$ cat config.mk
export PLATFORM = sky130hd
export DESIGN_NAME = dla_cell
export DESIGN_NICKNAME = d
export VERILOG_FILES = /design/src/hdl/dla_pkg.sv /design/src/hdl/dla_cell.sv
export SDC_FILE = /design/constraint.sdc
export NUM_CORES = 2
export LEC_CHECK = 0
export ABC_AREA = 0
export BUFFER_PORTS_ARGS = -buffer_cell sky130_fd_sc_hd__buf_2
export CORE_MARGIN = 3
export CORE_UTILIZATION = 35
export DETAILED_ROUTE_END_ITERATION = 6
export PLACE_DENSITY_LB_ADDON = 0.25
export SKIP_CTS_REPAIR_TIMING = 1
export SLEW_MARGIN = 15
export SYNTH_ARGS = -nofsm -noshare
export SYNTH_HDL_FRONTEND = slang
export SYNTH_SLANG_ARGS = --single-unit
$ cat constraint.sdc
create_clock -name clk -period 7.1 [get_ports clk]
set_input_delay 0.71 -clock clk [delete_from_list [all_inputs] [get_ports clk]]
set_output_delay 0.71 -clock clk [all_outputs]
set_load 0.02 [all_outputs]
$ cat src/hdl/dla_pkg.sv
`default_nettype none
// ----------------------------------------------------------------------------
// dla_pkg
// shared constants, codes and types of the dense layer with activation
// ----------------------------------------------------------------------------
package dla_pkg;

	localparam int OUT_MAX = 64;
	localparam int IN_MAX  = 256;
	localparam int OIDX_W  = $clog2(OUT_MAX);
	localparam int FIDX_W  = $clog2(IN_MAX);
	localparam int VAL_W   = 16;
	localparam int ACC_W   = 40;
	localparam int EXP_W   = 41;
	localparam int SUM_W   = 48;
	localparam int NUM_W   = 50;
	localparam int QUO_W   = 10;

	localparam logic [1:0] OP_WEIGHT = 2'd0;
	localparam logic [1:0] OP_BIAS   = 2'd1;
	localparam logic [1:0] OP_FEAT   = 2'd2;

	localparam logic [2:0] ACT_LINEAR  = 3'd0;
	localparam logic [2:0] ACT_SIGMOID = 3'd1;
	localparam logic [2:0] ACT_RELU    = 3'd2;
	localparam logic [2:0] ACT_LEAKY   = 3'd3;
	localparam logic [2:0] ACT_SOFTMAX = 3'd4;

	localparam logic [1:0] REG_MODE  = 2'd0;
	localparam logic [1:0] REG_SLOPE = 2'd1;
	localparam logic [1:0] REG_USED  = 2'd2;

	localparam logic [15:0] SLOPE_RST = 16'd19661;
	localparam logic [6:0]  USED_RST  = 7'd64;

	localparam logic [EXP_W-1:0] EXP_SAT = {1'b0, {(EXP_W-1){1'b1}}};

	// 2^(i/16) in q2.15
	localparam logic [16:0] POW2_TAB [17] = '{
		17'd32768, 17'd34219, 17'd35734, 17'd37316, 17'd38968, 17'd40693,
		17'd42495, 17'd44376, 17'd46341, 17'd48393, 17'd50535, 17'd52773,
		17'd55109, 17'd57549, 17'd60097, 17'd62758, 17'd65536
	};

	typedef struct packed {
		logic rd;
		logic mul;
		logic mac;
		logic open;
		logic shift;
	} cell_ctl_t;

endpackage

`default_nettype wire

$ cat src/hdl/dla_cell.sv
`default_nettype none
// ----------------------------------------------------------------------------
// dla_cell
// one neuron: weight column memory, bias, multiplier and accumulator
// ----------------------------------------------------------------------------
module dla_cell import dla_pkg::*; (
	input  wire logic                    clk,
	input  wire logic                    arst_n,
	input  wire logic                    wr_en,
	input  wire logic                    bias_en,
	input  wire cell_ctl_t               ctl,
	input  wire logic [FIDX_W-1:0]       addr,
	input  wire logic signed [VAL_W-1:0] wdata,
	input  wire logic signed [VAL_W-1:0] feat,
	input  wire logic signed [ACC_W-1:0] acc_in,
	output logic signed [ACC_W-1:0]      acc_out
);

	logic signed [VAL_W-1:0]   mem [IN_MAX];
	logic signed [VAL_W-1:0]   w_s1;
	logic signed [2*VAL_W-1:0] prod_s2;
	logic signed [VAL_W-1:0]   bias_q;
	logic signed [ACC_W-1:0]   acc_q;
	logic signed [ACC_W-1:0]   base;
	logic signed [ACC_W:0]     sum;
	logic signed [ACC_W-1:0]   sat;

	always_ff @(posedge clk) begin
		if (wr_en) begin
			mem[addr] <= wdata;
		end
		if (ctl.rd) begin
			w_s1 <= mem[addr];
		end
		if (ctl.mul) begin
			prod_s2 <= w_s1 * feat;
		end
		if (bias_en) begin
			bias_q <= wdata;
		end
	end

	// first feature of a vector starts from the bias
	assign base = ctl.open ? acc_q : {{(ACC_W-VAL_W-8){bias_q[VAL_W-1]}}, bias_q, 8'd0};
	assign sum  = {base[ACC_W-1], base} + (ACC_W+1)'(prod_s2);

	always_comb begin
		if (sum[ACC_W] != sum[ACC_W-1]) begin
			sat = {sum[ACC_W], {(ACC_W-1){~sum[ACC_W]}}};
		end else begin
			sat = sum[ACC_W-1:0];
		end
	end

	always_ff @(posedge clk or negedge arst_n) begin
		if (!arst_n) begin
			acc_q <= '0;
		end else if (ctl.mac) begin
			acc_q <= sat;
		end else if (ctl.shift) begin
			acc_q <= acc_in;
		end
	end

	assign acc_out = acc_q;

endmodule

`default_nettype wire

==> qor.yml <==
critical_path:
  r2r_setup_slack_ns: 0.54
  critPathKind: "register to register"
  regToRegEndpoint: "prod_s2[30]"
  cp_data_arrival_time_ns: 7.24
  cp.buffers_inverters: 4
  cpMaxStageDelayCell: "fa_1"
  cpPeakStageDelay_ns: 0.85
  worstPathCellList: "buf_4, nand2_1, fa_1, inv_1, fa_1, fa_1, fa_1, fa_1, inv_1, fa_1, inv_1, ha_1, nand2_1, nor3_1, o211ai_1, a311oi_1, o21ai_0, nor2b_1, xnor2_1"
  worstPathRequired_ns: 7.79
  crit_top_cell: "fa_1"
  regToRegStartpoint: "w_s1[15]"
  worstRegToRegCells: 19
  critPathTopFamily: "adder cells"
  endpoint_kind: "register"
  worstSetupStartpointType: "register"
  path_max_fanout: 12
logic_synthesis:
  ys_ff_latch: 4200
  synth_compound_gate_area_share_pct: 1.51
  syn_area_mm2: 0.173
  yosysSeqAreaShare_pct: 72.7
  muxShareOfSynthArea_pct: 17.3
  ys_warn_count: 0
  ys.flop_type: "edfxtp_1"
  synth_edf_count: 4160
  synth_top_area_share_pct: 72.1
  synth_commonest_cells: "4160 x edfxtp_1, 1303 x mux4_2, 333 x nor2_1"
  synth_top_cells_by_area: "edfxtp_1 72%, mux4_2 17%, fa_1 3.0%"
  yosys.area.top_type: "edfxtp_1"
  synthAdderAreaFrac_pct: 3.92
  synth_nets: 8530
  async_flop_share_pct: 0.952
  syn_inst: 8056
  syn_avg_cell_area_um2: 21.5
  ys_types: 70
  synthSimpleGateAreaFrac_pct: 2.48
  synth_top_family_by_area: "multiplexers"
  synthXorXnorAreaFrac_pct: 0.339
  yosysMostFrequentCell: "edfxtp_1"
clock_network:
  clk_pin_slew_ns: 0.06
  h-tree-depth: 5
  clock_sinks: 4200
  clock_latency_ns: 1.02
  cts_tree: "yes"
  cts_made_buffers: 432
  cts_buffer_depth: 4
  ctsRootBufferMaster: "clkbuf_16"
timing:
  worst_slew_pin_slew_ns: 1.26
  drv_slew: 0
  skew_ns: 0.0822
  fin_ws_ns: 0.543
  slew_headroom_pct: 15.5
  setup_viol_count_final: 0
  hold_viol: 0
  fin_tns_setup_ns: 0
  timing.final.crit_share_pct: 92.3
  period_needed_ns: 6.56
  fmax_mhz: 153
  rsz0062_at_grt: "no"
grt:
  overflow: 0
  met2_usage_pct: 31.3
  top_usage_layer: "met2"
  grt_max_degree: 191
  grt_use_total_pct: 18.8
  met3_usage_pct: 2.92
  antenna_found_initial: 29
  grt_util_met1_pct: 25.6
  grt_pass1_wl_mm: 676
  grt_pass1_vias: 87200
power:
  power_leakage_nw: 63.4
  clockPowerShare_pct: 31.9
  seqPwrFrac_pct: 41.4
  p_int_mw: 48.0
  p_per_area_mw_per_mm2: 347
  sw_frac_of_total_pct: 30.3
  switchingPower_mw: 20.9
  peakVddDrop_mv: 1.05
  comb_power_share_pct: 26.7
die:
  coreArea_mm2: 0.491
  pin_count: 129
  die_h_um: 709
  die_area_mm2: 0.503
  std_cell_rows: 257
  initial_core_util_pct: 35.3
  die_x_um: 709
run_status:
  run_status: "complete, no violations"
placed_design:
  dp_cells: 14700
  place_ws_ns: 0.121
  hpwl_mm: 289
  place_area_mm2: 0.185
  portBuffers: 128
  routabilityCongestion: 0.831
final_layout:
  final_area_mm2: 0.198
  area_growth_pct: 14.5
  drive_gt1_share_pct: 30.9
  fin_cells: 15500
  fin_nets: 9101
job:
  drv_cap: 0
drt:
  vias_per_cell: 5.43
  drt_iter0_drc: 9421
  antenna_left: 0
  drc: 0
  first_pass_iters: 6
  dr_total_vias: 84000
  wire_per_inst_um: 30.9
  drt_wl_total_mm: 478
hold_path:
  min_to: "acc_out[28]"
  worstHoldStart: "acc_in[28]"
  holdPathStages: 3
  hold_path_class: "input port to register"
-- flip-flops by register name (all words and copies together), names as in the netlist --
register  count
prod_s2      32
bias_q       16
w_s1         16
acc_out      40
mem        4096
-- final cells by class --
| class | count | area (um^2) |
|---|---|---|
| antenna | 15 | 37.5 |
| sequential | 4200 | 126000 |
| clock inverter | 264 | 2260 |
| inverter | 299 | 1120 |
| multi-input combinational | 3132 | 45000 |
| timing repair buffer | 562 | 4530 |
| clock buffer | 528 | 11300 |
| tap | 6475 | 8100 |
| fill | 43200 | 293000 |
-- cell families after synthesis --
logic type,Yosys count
flip-flops,4200
AO/OA/AOI/OAI,367
XOR/XNOR,67
multiplexers,1361
AND/OR/NAND/NOR,952
adder cells (fa/ha/maj),385
buffers and inverters,724
-- routing by layer --
layer	up-vias	part of all wire, %
li1	34300	-
met1	46000	40
met2	3113	49
met3	668	6.9
met4	10	3.4
met5	-	0.012
-- how the worst max path moves through the flow --
stage | cells past startpoint | endpoint | slack [ns] | start
final | 19 | prod_s2[30] | 0.54 | w_s1[15]
after global routing | 19 | prod_s2[30] | 0.20 | w_s1[15]
after CTS | 19 | prod_s2[30] | 0.50 | w_s1[15]
after detailed placement | 19 | prod_s2[30] | 0.12 | feat[4]
after global placement | 19 | prod_s2[30] | 0.17 | feat[4]
after floorplan | 19 | prod_s2[30] | 0.86 | feat[1]
-- worst min-delay path: cells and delay by family --
kind,cells,cell delay (ns)
buffers and inverters,1,0.08
AOI/OAI and AO/OA,2,0.19
-- cells in the final DEF, fill, tap and decap left out, types with 16 or more instances in the layout --
master	count
mux2i_1	33
mux4_2	1303
buf_4	401
nand2b_1	20
buf_8	16
fa_1	263
inv_1	299
xor2_1	20
nor2_4	16
nor3_1	25
ha_1	122
edfxtp_1	4160
dfrtp_1	40
clkbuf_1	87
a32oi_1	17
nand4_1	23
buf_2	106
o21ai_0	62
a22oi_2	20
clkinv_1	110
a22oi_1	22
and2_1	137
xnor2_1	47
nand2_1	292
a21oi_1	106
a21o_1	30
clkbuf_16	438
bufinv_16	28
nor2_2	194
nor2_1	125
nand3_1	51
mux2_2	24
buf_12	33
clkinv_2	80
-- per-stage QoR --
stage	util, %	hold WS [ns]	power (mW)
4_1_cts	40.3	-0.177	69.6
3_5_place_dp	37.6	0.526	47.7
3_3_place_gp	37.6	0.506	47.7
5_1_grt	40.3	0.0107	72.3
2_1_floorplan	-	0.414	41.6
6_report	40.4	0.0635	68.9
-- power groups by stage --
stage	sequential, mW	clock, mW	combinational (mW)
floorplan	29.0	0	12.6
global placement	29.0	0	18.6
detailed placement	29.0	0	18.6
CTS	28.5	22.4	18.7
global route	28.5	23.4	20.4
finish	28.5	21.9	18.4
(Power assumes the default switching activity.)
