[config.mk]
export PLATFORM = sky130hd
export DESIGN_NAME = dla_exp
export DESIGN_NICKNAME = d
export VERILOG_FILES = /design/src/hdl/dla_pkg.sv /design/src/hdl/dla_exp.sv
export SDC_FILE = /design/constraint.sdc
export NUM_CORES = 1
export LEC_CHECK = 0
export BUFFER_PORTS_ARGS = -buffer_cell sky130_fd_sc_hd__buf_4
export CORE_MARGIN = 10
export CORE_UTILIZATION = 55
export DETAILED_ROUTE_END_ITERATION = 8
export PLACE_DENSITY = 0.73
export SYNTH_ARGS = -nofsm -noshare
export SYNTH_HDL_FRONTEND = slang
export SYNTH_SLANG_ARGS = --single-unit
[constraint.sdc]
create_clock -name clk -period 15.1 [get_ports clk]
set_input_delay 0.755 -clock clk [delete_from_list [all_inputs] [get_ports clk]]
set_output_delay 0.755 -clock clk [all_outputs]
set_load 0.005 [all_outputs]
[src/hdl/dla_pkg.sv]
`default_nettype none
// ----------------------------------------------------------------------------
// dla_pkg
// shared constants, codes and types of the dense layer with activation
// ----------------------------------------------------------------------------
package dla_pkg;

	localparam int OUT_MAX = 64;
	localparam int IN_MAX  = 256;
	localparam int OIDX_W  = $clog2(OUT_MAX);
	localparam int FIDX_W  = $clog2(IN_MAX);
	localparam int VAL_W   = 16;
	localparam int ACC_W   = 40;
	localparam int EXP_W   = 41;
	localparam int SUM_W   = 48;
	localparam int NUM_W   = 50;
	localparam int QUO_W   = 10;

	localparam logic [1:0] OP_WEIGHT = 2'd0;
	localparam logic [1:0] OP_BIAS   = 2'd1;
	localparam logic [1:0] OP_FEAT   = 2'd2;

	localparam logic [2:0] ACT_LINEAR  = 3'd0;
	localparam logic [2:0] ACT_SIGMOID = 3'd1;
	localparam logic [2:0] ACT_RELU    = 3'd2;
	localparam logic [2:0] ACT_LEAKY   = 3'd3;
	localparam logic [2:0] ACT_SOFTMAX = 3'd4;

	localparam logic [1:0] REG_MODE  = 2'd0;
	localparam logic [1:0] REG_SLOPE = 2'd1;
	localparam logic [1:0] REG_USED  = 2'd2;

	localparam logic [15:0] SLOPE_RST = 16'd19661;
	localparam logic [6:0]  USED_RST  = 7'd64;

	localparam logic [EXP_W-1:0] EXP_SAT = {1'b0, {(EXP_W-1){1'b1}}};

	// 2^(i/16) in q2.15
	localparam logic [16:0] POW2_TAB [17] = '{
		17'd32768, 17'd34219, 17'd35734, 17'd37316, 17'd38968, 17'd40693,
		17'd42495, 17'd44376, 17'd46341, 17'd48393, 17'd50535, 17'd52773,
		17'd55109, 17'd57549, 17'd60097, 17'd62758, 17'd65536
	};

	typedef struct packed {
		logic rd;
		logic mul;
		logic mac;
		logic open;
		logic shift;
	} cell_ctl_t;

endpackage

`default_nettype wire

[src/hdl/dla_exp.sv]
`default_nettype none
// ----------------------------------------------------------------------------
// dla_exp
// three-stage exponential: base-2 split, table interpolation, scaling
// ----------------------------------------------------------------------------
module dla_exp import dla_pkg::*; (
	input  wire logic               clk,
	input  wire logic signed [16:0] x,
	output logic [EXP_W-1:0]        y
);

	logic signed [25:0] y_s1;
	logic [16:0]        m_s2;
	logic signed [9:0]  e_s2;
	logic [EXP_W-1:0]   y_s3;

	logic [3:0]         ti;
	logic [11:0]        tr;
	logic [11:0]        diff;
	logic [23:0]        ip;
	logic [9:0]         s;
	logic [32:0]        rnd;

	assign ti   = y_s1[15:12];
	assign tr   = y_s1[11:0];
	assign diff = 12'(POW2_TAB[5'(ti) + 5'd1] - POW2_TAB[5'(ti)]);
	assign ip   = diff * tr;
	assign s    = 10'(-e_s2);
	assign rnd  = (33'(m_s2) + (33'd1 << (s[5:0] - 6'd1))) >> s[5:0];

	always_ff @(posedge clk) begin
		y_s1 <= x * 26'sd369;
		m_s2 <= POW2_TAB[5'(ti)] + 17'(ip[23:12]);
		e_s2 <= y_s1[25:16] + 10'sd1;
		if (e_s2 > 10'sd24) begin
			y_s3 <= EXP_SAT;
		end else if (e_s2 >= 10'sd0) begin
			y_s3 <= EXP_W'(m_s2) << e_s2[4:0];
		end else if (s > 10'd32) begin
			y_s3 <= '0;
		end else begin
			y_s3 <= EXP_W'(rnd);
		end
	end

	assign y = y_s3;

endmodule

`default_nettype wire

==> reports/results.txt, run 1 <==
status: complete, no violations
RR Endpoint: m_s2[13]
port bufs: 58
R2R Setup Slk: 4.26 ns
Worst-path clk slew: 0.08 ns
minimum clock period: 10.84 ns
FF+latch area: 1880 um^2
first-pass GRT wire length: 67.7 mm
multi-input combinational cell area: 12300 um^2
final hold vios: 0
Root Driver: clkbuf_16
number of iterations in the first detailed-routing pass: 5
PostCTS Resize Cnt: 0
hold_sp: y_s1[25]
WL/cell: 17.7 um
Routed Antenna Nets: 0
Max Clk Rate: 0.0923 GHz
All-Layer GR Usage: 22.7%
CTS tree: built
Max-slew headroom: 23.8%
CTS max path bufs: 2
endpoints failing setup: 0
dominant synthesized flop cell: dfxtp_1
Worst Hold Path EP: e_s2[9]
Synth Warn #: 0
Worst Hold Class: reg2reg
Total Nets Final: 2274
initial core utilization: 56.1%
Core Area: 27900 um^2
row count: 61
skew final: 0.0190 ns
I/O Pins: 59
layout cells sized above 1: 7.59%
gr ovfl total: 0
Worst Hold Depth: 1
measured slew at the worst slew-check pin: 1.14 ns
cell count after synthesis: 1936
Mean Syn Cell Area: 8.09 um^2
data arrival time at the worst-slack endpoint: 11.08 ns
total negative slack: 0 ns
Detail Placement HPWL: 33.2 mm
synthesized area: 15700 um^2
n_diodes: 0
CP startpoint: y_s1[14]
Crit-path slowest cell: dfxtp_1
die height: 189 um
startpoint types: register
drt initial violations: 982
die area: 35600 um^2
CP Data Required Time: 15.34 ns
largest net degree at the start of global routing: 69
critical path class: reg2reg
Worst Setup End Kind: register
Seq/Total Area, Yosys: 12.0%
CP Max Fanout: 31
reg2reg path depth: 37
Post-CTS Hold Buffers: 0
Vias: 13600
Yosys reg bits: 94
fin. max-slew vios: 0
vias in the first global route: 13400
DRC Markers: 0
Post-Syn Nets: 2278
CTS Buf Count: 9
synthesis-to-layout area growth: 6.27%
total wire length: 41.0 mm
Die Span X: 189 um
setup bufs post-CTS: 0
initial antenna violation count: 0
Final Wtd Congestion: 0.935
Fill cells: 2610
most used cell, CP: fa_1
number of distinct library cells after synthesis: 90
Clock Latency Late Sink: 0.37 ns
fraction of registers with async set/reset: 0%
clock sinks: 94
EDFF count, synth: 0
Vias per Instance: 5.87
CTS H-tree lvls: 3
Tcrit/Tclk final: 71.8%
RSZ-0062 raised after global routing: no
Reg-to-Reg Start: y_s1[14]
crit-path max cell delay: 0.94 ns
Max Cap Viol: 0
cells in the final DEF (no fill, tap or decap), drive strengths merged, types with 65 or more instances in the layout:
cell type,n
buf,73
ha,176
fa,148
inv,309
a21oi,83
and2,75
nor2,142
dfxtp,94
nand2,160
o21ai,76
xnor2,65
critical path: cells and delay by family, from the launching register on:
family	cells	cell delay, ns
flops	1	0.94
xor+xnor	4	1.79
fa+ha+maj	8	3.29
compound gates	13	2.64
buf+inv	2	0.09
simple gates	10	1.91
state kept, by name (all words and copies together) (netlist names):
signal  count
y_s1       26
m_s2       17
e_s2       10
y          41
per-layer routing:
metal,vias up,global-route usage [%],wire length [um]
met5,-,0,0
met1,6520,28.6,18100
met3,90,2.62,1810
li1,6553,-,-
met2,432,39.3,19800
met4,0,7.81,1230
logic make-up (layout without fill, tap and decap cells):
kind of cell / Yosys count / in the layout / share of synthesized area, %
AO/OA/AOI/OAI: 415 / 415 / 18.5
adder cells (fa/ha/maj): 324 / 324 / 33.0
buffers and inverters: 394 / 395 / 9.54
multiplexers: 57 / 57 / 4.59
XOR/XNOR: 83 / 83 / 4.64
flip-flops: 94 / 94 / 12.0
AND/OR/NAND/NOR: 569 / 569 / 17.8
worst max-delay path by stage:
stage | endpoint | cells after the start
3_5_place_dp | m_s2[13] | 37
2_1_floorplan | m_s2[14] | 43
4_1_cts | m_s2[13] | 37
3_3_place_gp | m_s2[14] | 38
5_1_grt | m_s2[14] | 38
6_report | m_s2[13] | 37
area by class of cell:
class / instances / share of cell area [%]
sequential: 94 / 11.3
clock inverter: 7 / 0.481
clock buffer: 9 / 1.35
multi-input combinational: 1448 / 73.8
inverter: 306 / 6.90
tap: 378 / 2.84
timing repair buffer: 73 / 3.29
Yosys cell counts, types with 5 or more instances:
| cell type | n | share of area, % |
|---|---|---|
| buf_2 | 6 | 0.19 |
| mux2i_1 | 34 | 2.2 |
| o211ai_1 | 17 | 0.81 |
| a31oi_1 | 22 | 0.88 |
| nor2b_1 | 24 | 0.96 |
| fa_1 | 148 | 19 |
| and2_1 | 75 | 3.0 |
| a21o_1 | 23 | 1.1 |
| xnor2_1 | 65 | 3.6 |
| mux4_2 | 10 | 1.4 |
| a311oi_1 | 5 | 0.28 |
| nor2_1 | 141 | 3.4 |
| o22ai_1 | 20 | 0.80 |
| o21a_1 | 16 | 0.77 |
| o21bai_1 | 12 | 0.58 |
| nand4_1 | 13 | 0.52 |
| o221ai_1 | 12 | 0.67 |
| mux2_2 | 11 | 0.79 |
| o311a_1 | 5 | 0.32 |
| clkbuf_1 | 68 | 1.6 |
| nand3_1 | 38 | 1.2 |
| nand2b_1 | 14 | 0.56 |
| a22oi_1 | 5 | 0.24 |
| ha_1 | 176 | 14 |
| nor3_1 | 36 | 1.2 |
| nand2_1 | 160 | 3.8 |
| a221oi_1 | 10 | 0.56 |
| or3_1 | 10 | 0.40 |
| buf_1 | 13 | 0.31 |
| dfxtp_1 | 94 | 12 |
| or2_2 | 10 | 0.40 |
| o2111ai_1 | 6 | 0.34 |
| a211oi_1 | 26 | 1.2 |
| a21oi_1 | 82 | 2.6 |
| inv_1 | 305 | 7.3 |
| o31ai_1 | 16 | 0.77 |
| and3_1 | 24 | 0.96 |
| o21ai_0 | 73 | 2.3 |
| xor2_1 | 18 | 1.0 |
| a211o_1 | 5 | 0.28 |
metrics by stage:
stage / setup slack, ns / instances / hold slack (ns) / cell area [um^2] / util [%]
2_1_floorplan: 5.56 / 1936 / 0.402 / 15700 / -
3_3_place_gp: 4.71 / 2299 / 0.425 / 16300 / 58.5
3_5_place_dp: 4.39 / 2299 / 0.429 / 16300 / 58.5
4_1_cts: 4.37 / 2315 / 0.439 / 16600 / 59.6
5_1_grt: 3.20 / 2315 / 0.449 / 16600 / 59.6
6_report: 4.26 / 2315 / 0.431 / 16600 / 59.6
Power of run 1 is not shown: default switching activity piles up to over one toggle a cycle in this logic, so the estimate is an artifact.
==> inputs of run 2 (changes only) <==
--- a/config.mk
+++ b/config.mk
@@ -5,6 +5,7 @@
 export SDC_FILE = /design/constraint.sdc
 export NUM_CORES = 1
 export LEC_CHECK = 0
+export ABC_AREA = 1
 export BUFFER_PORTS_ARGS = -buffer_cell sky130_fd_sc_hd__buf_4
 export CORE_MARGIN = 10
 export CORE_UTILIZATION = 55
==> constraint.sdc (replaced) <==
create_clock -name clk -period 11.3 [get_ports clk]
set_input_delay 0.565 -clock clk [delete_from_list [all_inputs] [get_ports clk]]
set_output_delay 0.565 -clock clk [all_outputs]
set_load 0.005 [all_outputs]
==> run 2 against run 1 <==
Net effect:
- worst setup slack worse by 3.2 ns
- register-to-register slack lost 3.2 ns
- design area down 1.5%
- non-clock buffer count is 7 lower
- sequential share of layout area is 0.18 points higher
- worst hold slack worse by 0.060 ns
- utilization shrank 0.43 points
- critical path depth rose by 11
- critical path type unchanged
- critical endpoint is now m_s2[14]
- highest routed layer unchanged
==> reports/results.txt, run 2 <==
Routed Antenna Nets: 0
fin. max-slew vios: 0
drt initial violations: 988
All-Layer GR Usage: 23.3%
multi-input combinational cell area: 11600 um^2
RSZ-0062 raised after global routing: no
Worst Setup End Kind: register
vias in the first global route: 14200
cell count after synthesis: 2210
minimum clock period: 10.27 ns
Seq/Total Area, Yosys: 12.2%
first-pass GRT wire length: 68.6 mm
final hold vios: 0
Vias per Instance: 5.41
critical path class: reg2reg
Yosys reg bits: 94
CTS Buf Count: 9
initial antenna violation count: 0
Root Driver: clkbuf_16
Post-CTS Hold Buffers: 0
clock sinks: 94
Fill cells: 2698
CTS tree: built
number of iterations in the first detailed-routing pass: 6
Synth top area share: 19.2%
dominant cell type by area after synthesis: fa_1
Post-synth top cells: nand2_1, inv_1, nand3_1
commonest non-fill, non-tap cell in the layout: nand2_1
I/O Pins: 59
max FFs per register: 41
Tcrit/Tclk final: 90.9%
Worst Hold Class: in2reg
CP Data Required Time: 11.54 ns
PostCTS Resize Cnt: 0
Max-slew headroom: 31.6%
Vias: 14100
Die Span X: 187 um
number of distinct library cells after synthesis: 62
die area: 35100 um^2
Clock Latency Late Sink: 0.35 ns
WL/cell: 15.7 um
data arrival time at the worst-slack endpoint: 10.51 ns
measured slew at the worst slew-check pin: 1.03 ns
Total Nets Final: 2563
FF+latch area: 1880 um^2
total wire length: 40.8 mm
Core Area: 27700 um^2
total negative slack: 0 ns
row count: 61
Max Cap Viol: 0
fraction of registers with async set/reset: 0%
n_diodes: 0
port bufs: 58
status: complete, no violations
startpoint types: register
Post-Syn Nets: 2552
gr ovfl total: 0
CTS H-tree lvls: 3
Final Wtd Congestion: 0.960
Mean Syn Cell Area: 6.97 um^2
largest net degree at the start of global routing: 60
most frequent cell after synthesis: nand2_1
setup bufs post-CTS: 0
Crit-path slowest cell: dfxtp_1
synthesis-to-layout area growth: 6.33%
endpoints failing setup: 0
Worst-path clk slew: 0.07 ns
Detail Placement HPWL: 33.9 mm
ranking of synthesized cells by area: fa_1, ha_1, nand2_1
dominant synthesized flop cell: dfxtp_1
Synth Warn #: 0
layout cells sized above 1: 6.92%
DRC Markers: 0
CTS max path bufs: 2
crit-path max cell delay: 0.63 ns
EDFF count, synth: 0
initial core utilization: 55.6%
die height: 187 um
CP Max Fanout: 15
synthesized area: 15400 um^2
most frequent cells in the layout: nand2_1, inv_1, nand3_1
skew final: 0.0117 ns
most used cell, CP: nand2_1
Max Clk Rate: 0.0974 GHz
## run 2: cell count changes in the layout (fill, tap and decap cells not counted), moves of 23 or more
| cell | change |
|---|---|
| and2_1 | -73 |
| and3_1 | -23 |
| inv_1 | +99 |
| mux2i_1 | -31 |
| nand2_1 | +349 |
| nand3_1 | +143 |
| nor2b_1 | -24 |
| o21ai_0 | +24 |
| xnor2_1 | -45 |
| xor2_1 | +33 |
## run 2: path summary, 6_finish.rpt
path | from | to | slack (ns) | cells after the start
setup / recovery | y_s1[14] | m_s2[14] | 1.03 | 48
hold / removal | x[0] | y_s1[0] | 0.37 | 1
setup reg to reg | y_s1[14] | m_s2[14] | 1.03 | 48
hold reg to reg | y_s1[16] | e_s2[0] | 0.40 | 1
## run 2: cells by family (layout without fill, tap and decap cells)
group / count (synthesis) / count (layout) / share of synthesized area, %
and+or+nand+nor: 954 / 954 / 27.6
muxes: 3 / 3 / 0.195
adders and majority gates: 324 / 324 / 33.5
xor gates and xnor gates: 71 / 71 / 4.03
buffers and inverters: 490 / 506 / 12.3
DFF: 94 / 94 / 12.2
AOI/OAI and AO/OA: 274 / 274 / 10.1
## run 2: area by class of cell
type | instances | share of cell area [%]
clock buffer | 9 | 1.37
multi-input combinational | 1626 | 70.9
sequential | 94 | 11.5
clock inverter | 7 | 0.550
timing repair buffer | 66 | 3.02
inverter | 424 | 9.73
tap | 378 | 2.89
## run 2: per-stage QoR
step | instances | setup WS (ns) | instance area (um^2) | hold slack (ns) | utilization (%)
floorplan | 2210 | 2.07 | 15400 | 0.370 | -
global placement | 2588 | 1.45 | 16100 | 0.383 | 58.0
detailed placement | 2588 | 1.18 | 16100 | 0.390 | 58.0
CTS | 2604 | 1.17 | 16400 | 0.362 | 59.2
global route | 2604 | 0.114 | 16400 | 0.371 | 59.2
finish | 2604 | 1.03 | 16400 | 0.371 | 59.2
## run 2: worst max-delay path: cells and delay by family, from the launching register on
kind | cells | cell delay (ns)
buffers and inverters | 5 | 0.42
adder cells (fa/ha/maj) | 9 | 3.79
flip-flops | 1 | 0.63
AND/OR/NAND/NOR | 19 | 2.44
XOR/XNOR | 2 | 0.24
AO/OA/AOI/OAI | 13 | 2.61
## run 2: layer usage
layer	GRT usage (%)	part of all wire, %	vias to the layer above	wire length, um
met2	42.1	50	375	20300
met1	28.5	43	6644	17600
met4	6.65	2.5	0	1040
met5	0	0	-	0
li1	-	-	7003	-
met3	2.50	4.5	75	1830
Power of run 2 is left out for the same reason.
