$ cat config.mk
export PLATFORM = sky130hd
export DESIGN_NAME = dla_div
export DESIGN_NICKNAME = d
export VERILOG_FILES = /design/src/hdl/dla_pkg.sv /design/src/hdl/dla_div.sv
export SDC_FILE = /design/constraint.sdc
export NUM_CORES = 1
export LEC_CHECK = 0
export ABC_AREA = 1
export BUFFER_PORTS_ARGS = -buffer_cell sky130_fd_sc_hd__buf_4
export CAP_MARGIN = 30
export CORE_MARGIN = 2
export CORE_UTILIZATION = 60
export DETAILED_ROUTE_END_ITERATION = 6
export MAX_ROUTING_LAYER = met4
export PLACE_DENSITY = 0.79
export SETUP_SLACK_MARGIN = 0.15
export SLEW_MARGIN = 20
export SYNTH_ARGS = -nofsm -noshare
export SYNTH_HDL_FRONTEND = slang
export SYNTH_SLANG_ARGS = --single-unit
$ cat constraint.sdc
create_clock -name clk -period 3.8 [get_ports clk]
set_clock_uncertainty 0.15 [all_clocks]
set_input_delay 0.76 -clock clk [delete_from_list [all_inputs] [get_ports clk]]
set_output_delay 0.76 -clock clk [all_outputs]
set_load 0.1 [all_outputs]
$ cat src/hdl/dla_pkg.sv
`default_nettype none
// ----------------------------------------------------------------------------
// dla_pkg
// shared constants, codes and types of the dense layer with activation
// ----------------------------------------------------------------------------
package dla_pkg;

	localparam int OUT_MAX = 64;
	localparam int IN_MAX  = 256;
	localparam int OIDX_W  = $clog2(OUT_MAX);
	localparam int FIDX_W  = $clog2(IN_MAX);
	localparam int VAL_W   = 16;
	localparam int ACC_W   = 40;
	localparam int EXP_W   = 41;
	localparam int SUM_W   = 48;
	localparam int NUM_W   = 50;
	localparam int QUO_W   = 10;

	localparam logic [1:0] OP_WEIGHT = 2'd0;
	localparam logic [1:0] OP_BIAS   = 2'd1;
	localparam logic [1:0] OP_FEAT   = 2'd2;

	localparam logic [2:0] ACT_LINEAR  = 3'd0;
	localparam logic [2:0] ACT_SIGMOID = 3'd1;
	localparam logic [2:0] ACT_RELU    = 3'd2;
	localparam logic [2:0] ACT_LEAKY   = 3'd3;
	localparam logic [2:0] ACT_SOFTMAX = 3'd4;

	localparam logic [1:0] REG_MODE  = 2'd0;
	localparam logic [1:0] REG_SLOPE = 2'd1;
	localparam logic [1:0] REG_USED  = 2'd2;

	localparam logic [15:0] SLOPE_RST = 16'd19661;
	localparam logic [6:0]  USED_RST  = 7'd64;

	localparam logic [EXP_W-1:0] EXP_SAT = {1'b0, {(EXP_W-1){1'b1}}};

	// 2^(i/16) in q2.15
	localparam logic [16:0] POW2_TAB [17] = '{
		17'd32768, 17'd34219, 17'd35734, 17'd37316, 17'd38968, 17'd40693,
		17'd42495, 17'd44376, 17'd46341, 17'd48393, 17'd50535, 17'd52773,
		17'd55109, 17'd57549, 17'd60097, 17'd62758, 17'd65536
	};

	typedef struct packed {
		logic rd;
		logic mul;
		logic mac;
		logic open;
		logic shift;
	} cell_ctl_t;

endpackage

`default_nettype wire

$ cat src/hdl/dla_div.sv
`default_nettype none
// ----------------------------------------------------------------------------
// dla_div
// restoring divider, one quotient bit per cycle
// ----------------------------------------------------------------------------
module dla_div import dla_pkg::*; (
	input  wire logic             clk,
	input  wire logic             arst_n,
	input  wire logic             start,
	input  wire logic [NUM_W-1:0] num,
	input  wire logic [SUM_W-1:0] den,
	output logic                  busy,
	output logic [QUO_W-1:0]      quo
);

	localparam int SH_W = SUM_W + QUO_W;

	logic [SH_W-1:0]  rem_q;
	logic [SH_W-1:0]  den_q;
	logic [QUO_W-1:0] quo_q;
	logic [3:0]       cnt_q;
	logic             busy_q;

	always_ff @(posedge clk or negedge arst_n) begin
		if (!arst_n) begin
			busy_q <= 1'b0;
			cnt_q  <= '0;
		end else if (start) begin
			busy_q <= 1'b1;
			cnt_q  <= 4'(QUO_W - 1);
		end else if (busy_q) begin
			cnt_q  <= cnt_q - 4'd1;
			busy_q <= (cnt_q != 4'd0);
		end
	end

	always_ff @(posedge clk) begin
		if (start) begin
			rem_q <= SH_W'(num);
			den_q <= SH_W'(den) << (QUO_W - 1);
			quo_q <= '0;
		end else if (busy_q) begin
			if (rem_q >= den_q) begin
				rem_q <= rem_q - den_q;
				quo_q <= {quo_q[QUO_W-2:0], 1'b1};
			end else begin
				quo_q <= {quo_q[QUO_W-2:0], 1'b0};
			end
			den_q <= den_q >> 1;
		end
	end

	assign busy = busy_q;
	assign quo  = quo_q;

endmodule

`default_nettype wire

==> impl_results.md, run 1 <==
* Final Setup Violations at 0
* Hold buffers post-CTS at 1
* Tmin final at 2.96 ns
* DRC at 0
* Vias per cell at 5.43
* Nets at 1879
* Fin. Hold Viols at 0
* Synthesized flop and latch total at 130
* Maxcap violations at 0
* H-tree depth at 4
* Hold_sp: quo[9]$_SDFFE_PP0P_
* Largest cells by area after synthesis: edfxtp_1 (28%), nand2_1 (21%), inv_1 (11%), ha_1 (7.0%), dfxtp_1 (5.1%)
* IO buf count at 111
* CP endpoint kind: register
* Worst Max-Slew Pin Slew at 0.841 ns
* R2r startpoint: den_q[21]$_DFFE_PP_
* CP Class: reg2reg
* Die area at 0.0188 mm^2
* I/O pin cnt at 112
* Final TNS setup at 0 ns
* First-pass GRT wire length at 51200 um
* Post-CTS Setup Inserts at 0
* Mapped Nets at between 1500 and 2000
* Met2 WL post-DR at 14600 um
* Yosys Warn Count at 0
* Final WL at 32800 um
* Final Cycle Share at 0.778
* Clock buffer depth at 2
* DR pass1 iterations at 5
* Vias in the first global route at 9933
* Syn avg cell area at 6.61 um^2
* Post-synth EDFFs at 98
* Core region area at 0.0173 mm^2
* Post-Synth Adder-Cell Area at 0.0714
* CTS tree: done
* Die span in x at roughly 140 um
* Detail Route Antenna Nets at 0
* Antenna violations before repair at 0
* Latest clock arrival within the worst-skew pair at 0.45 ns
* Relative slew slack at 0.439
* Ys async rst share at 0.0385
* Top cell type's share of synthesized area at 0.277
* DR WL met3 at about 2600 um
* CTS resizes at 0
* Starting Density at 0.614
* GP Congestion at 1.03
* CTS Buf Count at 17
* Critical Path Start: den_q[21]$_DFFE_PP_
* Antenna Cells at 0
* Largest net degree at the start of global routing at 88
* Mapped cell area at ~0.011 mm^2
* Status: finished clean
* Rows at 48
* Worst-path clk slew at 0.06 ns
* WP data arrival at 2.91 ns
* Synth Area in Compound Gates at 0.0926
* Die H at 137 um
* Total global-route track usage at 0.370
* CP Max Fanout at 50
* Area Growth Syn to Fin at 15.8%
* Synth Area in XOR/XNOR at 0.0165
* Clock sink total at 130
* Iter 0 DRT Violations at 961
* Mux contribution to synthesized area at 0
* CTS root buf: clkbuf_16
* Mean routed wirelength per cell at 16.8 um
* Power, Total at 10.3 mW
* RSZ-0062 raised after global routing: false
* Lkg Pwr at 6.59 nW
* Wl on met1 at 14400 um
* Share of cells above drive strength 1 at 0.148
* Post-Synthesis Cells at 1607
* Post-synthesis simple-gate area fraction at 0.357
* Fmax at 0.338 GHz
* Startpoint Class: register
* Max-slew violations at 0
* Worst Hold Class: reg2reg
* Synth unique cells at 45
* Hold slack at 0.332 ns
* Pwr/cell area at 839 mW/mm^2
* Via count at 10600
* DR top layer: met4
* WP data required at between 3 and 4 ns
* Largest family of logic cells by synthesized area: simple AND/OR/NAND/NOR gates
* Detail Placement HPWL at roughly 25000 um
* Post-synth top area cell: edfxtp_1
* Peak supply drop at 0.540 mV
* Top FF cell, synth: edfxtp_1
* Sequential cell area fraction in the yosys report at 0.340
* GRT overflow at 0
* Final-layout fill cell count at 1457
-- Yosys cell counts (all sizes together), types with 2 or more instances --
cell type / instances
inv: 320
o21bai: 15
buf: 4
a31oi: 2
nor3: 9
nor4: 2
dfxtp: 27
dfrtp: 5
xnor2: 12
nand3b: 5
clkbuf: 22
edfxtp: 98
xor2: 8
a21oi: 55
nand2: 631
nand3: 76
nor2: 119
nand4: 13
o21ai: 77
or2: 17
o22ai: 18
ha: 59
a21boi: 7
-- layout make-up --
class                   count  area [um^2]  area share
clock buffers              20          489      0.0398
clock inverters            12          106     0.00865
inverters                 321         1200      0.0980
multi-input cells        1130         5710       0.464
flip-flops and latches    130         3610       0.293
well taps                 225          282      0.0229
repair buffers            118          901      0.0733
-- power by group --
part	total, mW	internal (mW)	switching, mW
combinational	6.37	2.03	4.34
sequential	2.24	2.08	0.164
clock	1.71	0.954	0.755
total	10.3	5.06	5.26
-- worst max-delay path, cell delays in order (launching register included) --
cell and delay, ns:
edfxtp_1 0.37, inv_1 0.08, ha_1 0.37, nand2_2 0.10, nor2_1 0.25, nand2_1 0.21, inv_1 0.13, a21oi_1 0.08
nand2_2 0.12, nand2_2 0.11, nand2_8 0.12, nand2_4 0.10, nand2_2 0.10, buf_12 0.31
-- sequential cells by signal, summed over array words and instances (netlist names) --
| signal | count |
|---|---|
| den_q | 57 |
| rem_q | 58 |
| busy | 1 |
| cnt_q | 4 |
| quo | 10 |
-- cell usage in the layout (no fill, tap or decap), types with 18 or more instances in the layout --
cell       count
nand2_1      599
inv_1        301
a21oi_1       54
buf_4        116
edfxtp_1      98
o21ai_0       75
ha_1          59
inv_2         18
nand2_2       28
nand3_1       71
dfxtp_1       27
nor2_1        93
clkbuf_16     19
-- final timing paths --
kind                                        end  slack (ns)  depth (start not counted)
min in group asynchronous  cnt_q[0]$_DFFE_PN0P_        0.49                          2
min reg2reg                 quo[9]$_SDFFE_PP0P_        0.33                          2
max                         rem_q[35]$_DFFE_PP_        0.84                         13
max reg2reg                 rem_q[35]$_DFFE_PP_        0.84                         13
max in group asynchronous  cnt_q[2]$_DFFE_PN0P_        2.90                          2
min                         quo[9]$_SDFFE_PP0P_        0.33                          2
-- kinds of logic (layout without fill, tap and decap cells) --
group	after synthesis	count (layout)
xor gates and xnor gates	20	20
buffers and inverters	347	471
and+or+nand+nor	874	874
AOI/OAI and AO/OA	176	176
adders and majority gates	60	60
DFF	130	130
-- metal layers --
layer | global-route usage | vias up
met5 | - | -
met1 | 0.492 | 4823
li1 | - | 5222
met4 | 0.147 | 0
met2 | 0.568 | 484
met3 | 0.0567 | 101
-- metrics by stage --
| step | instance area [um^2] | utilization | worst slack (ns) | std cells |
|---|---|---|---|---|
| floorplan | 10600 | - | 0.255 | 1607 |
| detailed placement | 11700 | 0.676 | 0.905 | 1923 |
| CTS | 12300 | 0.711 | 0.919 | 1956 |
| global route | 12300 | 0.711 | 0.714 | 1956 |
| finish | 12300 | 0.711 | 0.842 | 1956 |
| global placement | 11700 | 0.676 | 1.00 | 1923 |
Power figures use the tool's default switching activity.
==> run 2, diff against run 1 <==
==> constraint.sdc (replaced) <==
create_clock -name clk -period 3.1 [get_ports clk]
set_clock_uncertainty 0.15 [all_clocks]
set_input_delay 0.62 -clock clk [delete_from_list [all_inputs] [get_ports clk]]
set_output_delay 0.62 -clock clk [all_outputs]
set_load 0.1 [all_outputs]
==> impl_results.md, run 2 (synthesized netlist as in run 1, its figures left out) <==
* Status: finished with violations
* Violated checks: design-rule violations
* Worst-path clk slew at 0.07 ns (about the same)
* Detail Route Antenna Nets at 0 (unchanged)
* Largest net degree at the start of global routing at 67 (-24%)
* Area post-placement at 0.0117 mm^2 (+0.28%)
* WP data required at 3.15 ns (-0.61 ns)
* Critical Path Start: rem_q[18]$_DFFE_PP_
* Core region area at 0.0173 mm^2 (unchanged)
* CP Max Fanout at 5 (-90%)
* GRT overflow at 0 (unchanged)
* Total global-route track usage at 0.366 (-0.00405)
* Share of cells above drive strength 1 at 0.150 (+0.00165)
* Final instance area at 0.0123 mm^2 (+0.22%)
* Final TNS setup at 0 ns (unchanged)
* Final Setup Violations at 0 (unchanged)
* Area Growth Syn to Fin at 16.1%
* Global Route met1 Usage at 0.480 (-0.0119)
* Internal reg-to-reg setup slack at 0.25 ns (-0.59 ns)
* R2r startpoint: rem_q[18]$_DFFE_PP_
* Pwr/cell area at 1020 mW/mm^2 (+22%)
* CTS root buf: clkbuf_16
* Max reg flops at 58 (unchanged)
* Startpoint Class: register
* Max-slew violations at 0 (unchanged)
* Grt met3 use at 0.0667 (+0.0100)
* Hold slack at 0.291 ns (-0.0416 ns)
* Rows at 48 (unchanged)
* Vias per cell at 5.34 (-1.8%)
* Worst Max-Slew Pin Slew at 0.675 ns (-0.166 ns)
* Starting Density at 0.614 (unchanged)
* Die H at 137 um (unchanged)
* CP Class: reg2reg
* DRC at 8 (+8)
* Commonest non-fill, non-tap cells in the layout: nand2_1 (599), inv_1 (301), buf_4 (115)
* Latest clock arrival within the worst-skew pair at 0.44 ns (about the same)
* Antenna Cells at 0 (unchanged)
* I/O pin cnt at 112 (unchanged)
* WP data arrival at 2.89 ns (-0.02 ns)
* RSZ-0062 raised after global routing: false
* Lkg Pwr at 6.61 nW (+0.32%)
* Top Usage Layer GRT: met2
* Power, Total at 12.6 mW (+22%)
* GP Congestion at 1.02 (-0.99%)
* M2 GR Usage at 0.567 (-0.00111)
* Most flop-heavy register: rem_q
* Die area at 0.0188 mm^2 (unchanged)
* H-tree depth at 4 (unchanged)
* Relative slew slack at 0.550 (+0.111)
* Setup ws final at 0.253 ns (-0.589 ns)
* CTS tree: done
* Maxcap violations at 0 (unchanged)
* Commonest non-fill, non-tap cell in the layout: nand2_1
* Final WL at 32700 um (-0.31%)
* Final Cycle Share at 0.918 (+0.140)
* Peak supply drop at 0.681 mV (+26%)
* Fmax at 0.351 GHz (+3.9%)
* CP endpoint kind: register
* Die span in x at 137 um (unchanged)
* DR pass1 iterations at 7 (+2)
* Clock sink total at 130 (unchanged)
* Tmin final at 2.85 ns (-0.111 ns)
* Antenna violations before repair at 0 (unchanged)
* Nets at 1880 (+0.053%)
* Worst Hold Class: in2reg
* Hold_sp: den[47]
* First-pass GRT wire length at 50700 um (-0.94%)
* Fin. Hold Viols at 0 (unchanged)
* Detail Placement HPWL at 25500 um (+0.51%)
* Place WS at 0.274 ns (-0.631 ns)
* Vias in the first global route at 9981 (+0.48%)
* Mean routed wirelength per cell at 16.7 um (-0.36%)
* Clock buffer depth at 2 (unchanged)
* Iter 0 DRT Violations at 945 (-1.7%)
* IO buf count at 111 (unchanged)
* Via count at 10400 (-1.7%)
* CTS Buf Count at 17 (unchanged)
[run 2: cell type report]
| cell class | instances | area (um^2) |
|---|---|---|
| fill | 1477 | 4970 |
| multi-input combinational | 1130 | 5710 |
| inverter | 321 | 1200 |
| timing repair buffer | 119 | 933 |
| tap | 225 | 282 |
| sequential | 130 | 3610 |
| clock buffer | 20 | 480 |
| clock inverter | 12 | 103 |
[run 2: worst paths after layout]
path	end	cells past startpoint
setup / recovery	rem_q[19]$_DFFE_PP_	10
hold / removal	den_q[56]$_DFFE_PP_	3
setup reg to reg	rem_q[19]$_DFFE_PP_	10
min in group asynchronous	cnt_q[0]$_DFFE_PN0P_	2
max in group asynchronous	cnt_q[3]$_DFFE_PN0P_	2
hold reg to reg	quo[9]$_SDFFE_PP0P_	2
[run 2: what timing repair did]
item / CTS / global route
hold buffers: 1 / 0
gates resized for setup: 0 / 2
setup endpoints to repair: 0 / 56
hold endpoints to repair: 5 / 0
buffers inserted: 0 / 0
[run 2: per-layer routing]
metal / up-vias / routed length (um)
li1: 5219 / -
met1: 4705 / 14400
met2: 439 / 14800
met3: 81 / 2530
met4: 0 / 1030
met5: - / 0
[run 2: critical path, cell delays in order, from the launching register on]
cell      delay, ns
edfxtp_1       0.39
ha_1           0.39
nand2_1        0.14
inv_1          0.05
nand2_1        0.07
nand2_1        0.09
a21oi_1        0.32
nand3_1        0.44
or2_2          0.43
nand3_1        0.08
nand2_1        0.06
[run 2: stage by stage]
step | util | std cells
2_1_floorplan | - | 1607
4_1_cts | 0.712 | 1957
5_1_grt | 0.713 | 1957
3_3_place_gp | 0.678 | 1924
3_5_place_dp | 0.678 | 1924
6_report | 0.713 | 1957
[run 2: where the power goes]
group / total [mW] / switching (mW) / internal, mW
clock: 2.05 / 0.903 / 1.15
combinational: 7.83 / 5.32 / 2.51
sequential: 2.74 / 0.192 / 2.55
==> run 3, diff against run 2 <==
--- a/config.mk
+++ b/config.mk
@@ -9,10 +9,11 @@
 export BUFFER_PORTS_ARGS = -buffer_cell sky130_fd_sc_hd__buf_4
 export CAP_MARGIN = 30
 export CORE_MARGIN = 2
-export CORE_UTILIZATION = 60
+export CORE_UTILIZATION = 61
 export DETAILED_ROUTE_END_ITERATION = 6
 export MAX_ROUTING_LAYER = met4
-export PLACE_DENSITY = 0.79
+export PLACE_DENSITY = 0.8
+export RECOVER_POWER = 50
 export SETUP_SLACK_MARGIN = 0.15
 export SLEW_MARGIN = 20
 export SYNTH_ARGS = -nofsm -noshare
==> constraint.sdc (replaced) <==
create_clock -name clk -period 3.1 [get_ports clk]
set_clock_uncertainty 0.15 [all_clocks]
set_input_delay 0.62 -clock clk [delete_from_list [all_inputs] [get_ports clk]]
set_output_delay 0.62 -clock clk [all_outputs]
set_load 0.01 [all_outputs]
==> impl_results.md, run 3 (synthesized netlist as in run 1, its figures left out) <==
* Status: finished clean
* Final WL at 32400 um (-1.0%)
* Delay of the slowest critical-path stage at 0.39 ns (-0.05 ns)
* Via count at 10500 (+0.99%)
* Register Area at 0.00361 mm^2 (unchanged)
* Share of cells above drive strength 1 at 0.144 (-0.00660)
* IO buf count at 111 (unchanged)
* RSZ-0062 raised after global routing: true
* Antenna Cells at 0 (unchanged)
* DRC at 0 (-8)
* Detail Placement HPWL at 24900 um (-2.6%)
* Commonest non-fill, non-tap cell in the layout: nand2_1
* Worst-path clk slew at 0.07 ns (about the same)
* Fin. Hold Viols at 0 (unchanged)
* CTS tree: done
* Post-CTS Setup Inserts at 0 (unchanged)
* Clock buffer depth at 2 (unchanged)
* GP Congestion at 1.03 (+1.4%)
* Final-layout fill cell count at 1451 (-1.8%)
* CTS Buf Count at 17 (unchanged)
* Die span in x at 136 um (-0.80%)
* Worst path top cell family by delay: simple AND/OR/NAND/NOR gates
* Max-slew violations at 0 (unchanged)
* GRT overflow at 0 (unchanged)
* Relative slew slack at 0.136 (-0.414)
* Detail Route Antenna Nets at 0 (unchanged)
* Largest net degree at the start of global routing at 67 (unchanged)
* Worst Max-Slew Pin Slew at 1.30 ns (+0.620 ns)
* Total global-route track usage at 0.366 (+0.000459)
* Die H at 136 um (-0.80%)
* I/O pin cnt at 112 (unchanged)
* Antenna violations before repair at 0 (unchanged)
* WP data arrival at 2.81 ns (-0.08 ns)
* Place WS at 0.207 ns (-0.0667 ns)
* Startpoint Class: register
* Maxcap violations at 0 (unchanged)
* Nets at 1883 (+0.16%)
* Pwr/cell area at 1020 mW/mm^2 (-0.42%)
* Most flop-heavy register: rem_q
* Peak supply drop at 0.480 mV (-29%)
* Lkg Pwr at 6.58 nW (-0.37%)
* H-tree depth at 4 (unchanged)
* CP Max Fanout at 13 (+8)
* CP Class: reg2reg
* Worst path buffer plus inverter count at 3 (+2)
* Final TNS setup at 0 ns (unchanged)
* Latest clock arrival within the worst-skew pair at 0.44 ns (about the same)
* Tmin final at 2.82 ns (-0.0242 ns)
* Vias in the first global route at 9965 (-0.16%)
* Crit-path cells: inv_1 -> ha_1 -> nand2_1 -> nor2_2 -> nand2_1 -> inv_1 -> a21oi_1 -> nand2_2 -> nand2_2 -> nand2_8 -> nand2_4 -> nand2_4 -> clkbuf_16
* Rows at 48 (unchanged)
* Core region area at 0.0172 mm^2 (-0.69%)
* Area Growth Syn to Fin at 16.1% (about the same)
* Starting Density at 0.618 (+0.00429)
* Vias per cell at 5.38 (+0.83%)
* Iter 0 DRT Violations at 972 (+2.9%)
* CTS root buf: clkbuf_16
* Setup ws final at 0.277 ns (+0.0242 ns)
* Mean routed wirelength per cell at 16.5 um (-1.2%)
* Die area at 0.0185 mm^2 (-1.6%)
* Clock sink total at 130 (unchanged)
* Multi-input logic area at 0.00573 mm^2 (+0.24%)
* Worst Hold Class: in2reg
* CP endpoint kind: register
* First-pass GRT wire length at 50800 um (about the same)
* Commonest non-fill, non-tap cells in the layout: nand2_1 (599), inv_1 (303), buf_4 (100)
* Final Cycle Share at 0.911 (-0.00780)
* Final Setup Violations at 0 (unchanged)
* WP data required at 3.09 ns (-0.06 ns)
* Slowest-stage cell, CP: ha_1
* Max reg flops at 58 (unchanged)
* DR pass1 iterations at 6 (-1)
* Fmax at 0.354 GHz (+0.86%)
==> run 3: path summary, 6_finish.rpt <==
kind,from,cells past startpoint,end,slack [ns]
hold reg to reg,den_q[0]$_SDFFE_PP0P_,2,den_q[0]$_SDFFE_PP0P_,0.34
hold / removal,num[16],3,rem_q[16]$_DFFE_PP_,0.31
setup / recovery,den_q[25]$_DFFE_PP_,13,rem_q[1]$_DFFE_PP_,0.28
setup reg to reg,den_q[25]$_DFFE_PP_,13,rem_q[1]$_DFFE_PP_,0.28
max in group asynchronous,arst_n,2,cnt_q[2]$_DFFE_PN0P_,2.18
min in group asynchronous,arst_n,2,cnt_q[1]$_DFFE_PN0P_,0.41
==> run 3: cell type report <==
cell class | instances | share of cell area
multi-input cells | 1130 | 0.465
inverters | 321 | 0.0977
well taps | 225 | 0.0228
flip-flops and latches | 130 | 0.293
clock buffers | 19 | 0.0368
repair buffers | 122 | 0.0744
clock inverters | 13 | 0.0108
==> run 3: routing by layer <==
metal	GRT usage	share of wire	wire, um
met3	0.0619	0.080	2580
met2	0.570	0.45	14600
met1	0.491	0.44	14300
met4	0.115	0.025	810
met5	-	0	0
==> run 3: worst register-to-register path: stages (launching register included) <==
cell and delay, ns:
edfxtp_1 0.34, inv_1 0.06, ha_1 0.39, nand2_1 0.16
nor2_2 0.18, nand2_1 0.16, inv_1 0.12, a21oi_1 0.08
nand2_2 0.13, nand2_2 0.11, nand2_8 0.12, nand2_4 0.10
nand2_4 0.16, clkbuf_16 0.26
==> run 3: power breakdown <==
group,internal (mW),switching [mW],total (mW)
Sequential,2.55,0.191,2.74
Combinational,2.55,5.22,7.77
Clock,1.18,0.883,2.06
Total,6.28,6.29,12.6
==> run 3: timing repair <==
| item | in CTS | in global routing |
|---|---|---|
| endpoints found under the setup margin | 0 | 54 |
| gates resized for setup | 0 | 7 |
| hold buffers | 1 | 0 |
| hold endpoints to repair | 5 | 0 |
==> run 3: through the flow <==
stage	instance area [um^2]	hold WS, ns	total power, mW	instances	util
floorplan	10600	0.174	8.12	1607	-
global placement	11700	0.273	9.94	1924	0.682
global route	12300	0.317	13.5	1960	0.718
finish	12300	0.306	12.6	1960	0.718
detailed placement	11700	0.274	10.1	1924	0.682
CTS	12300	0.309	12.2	1957	0.717
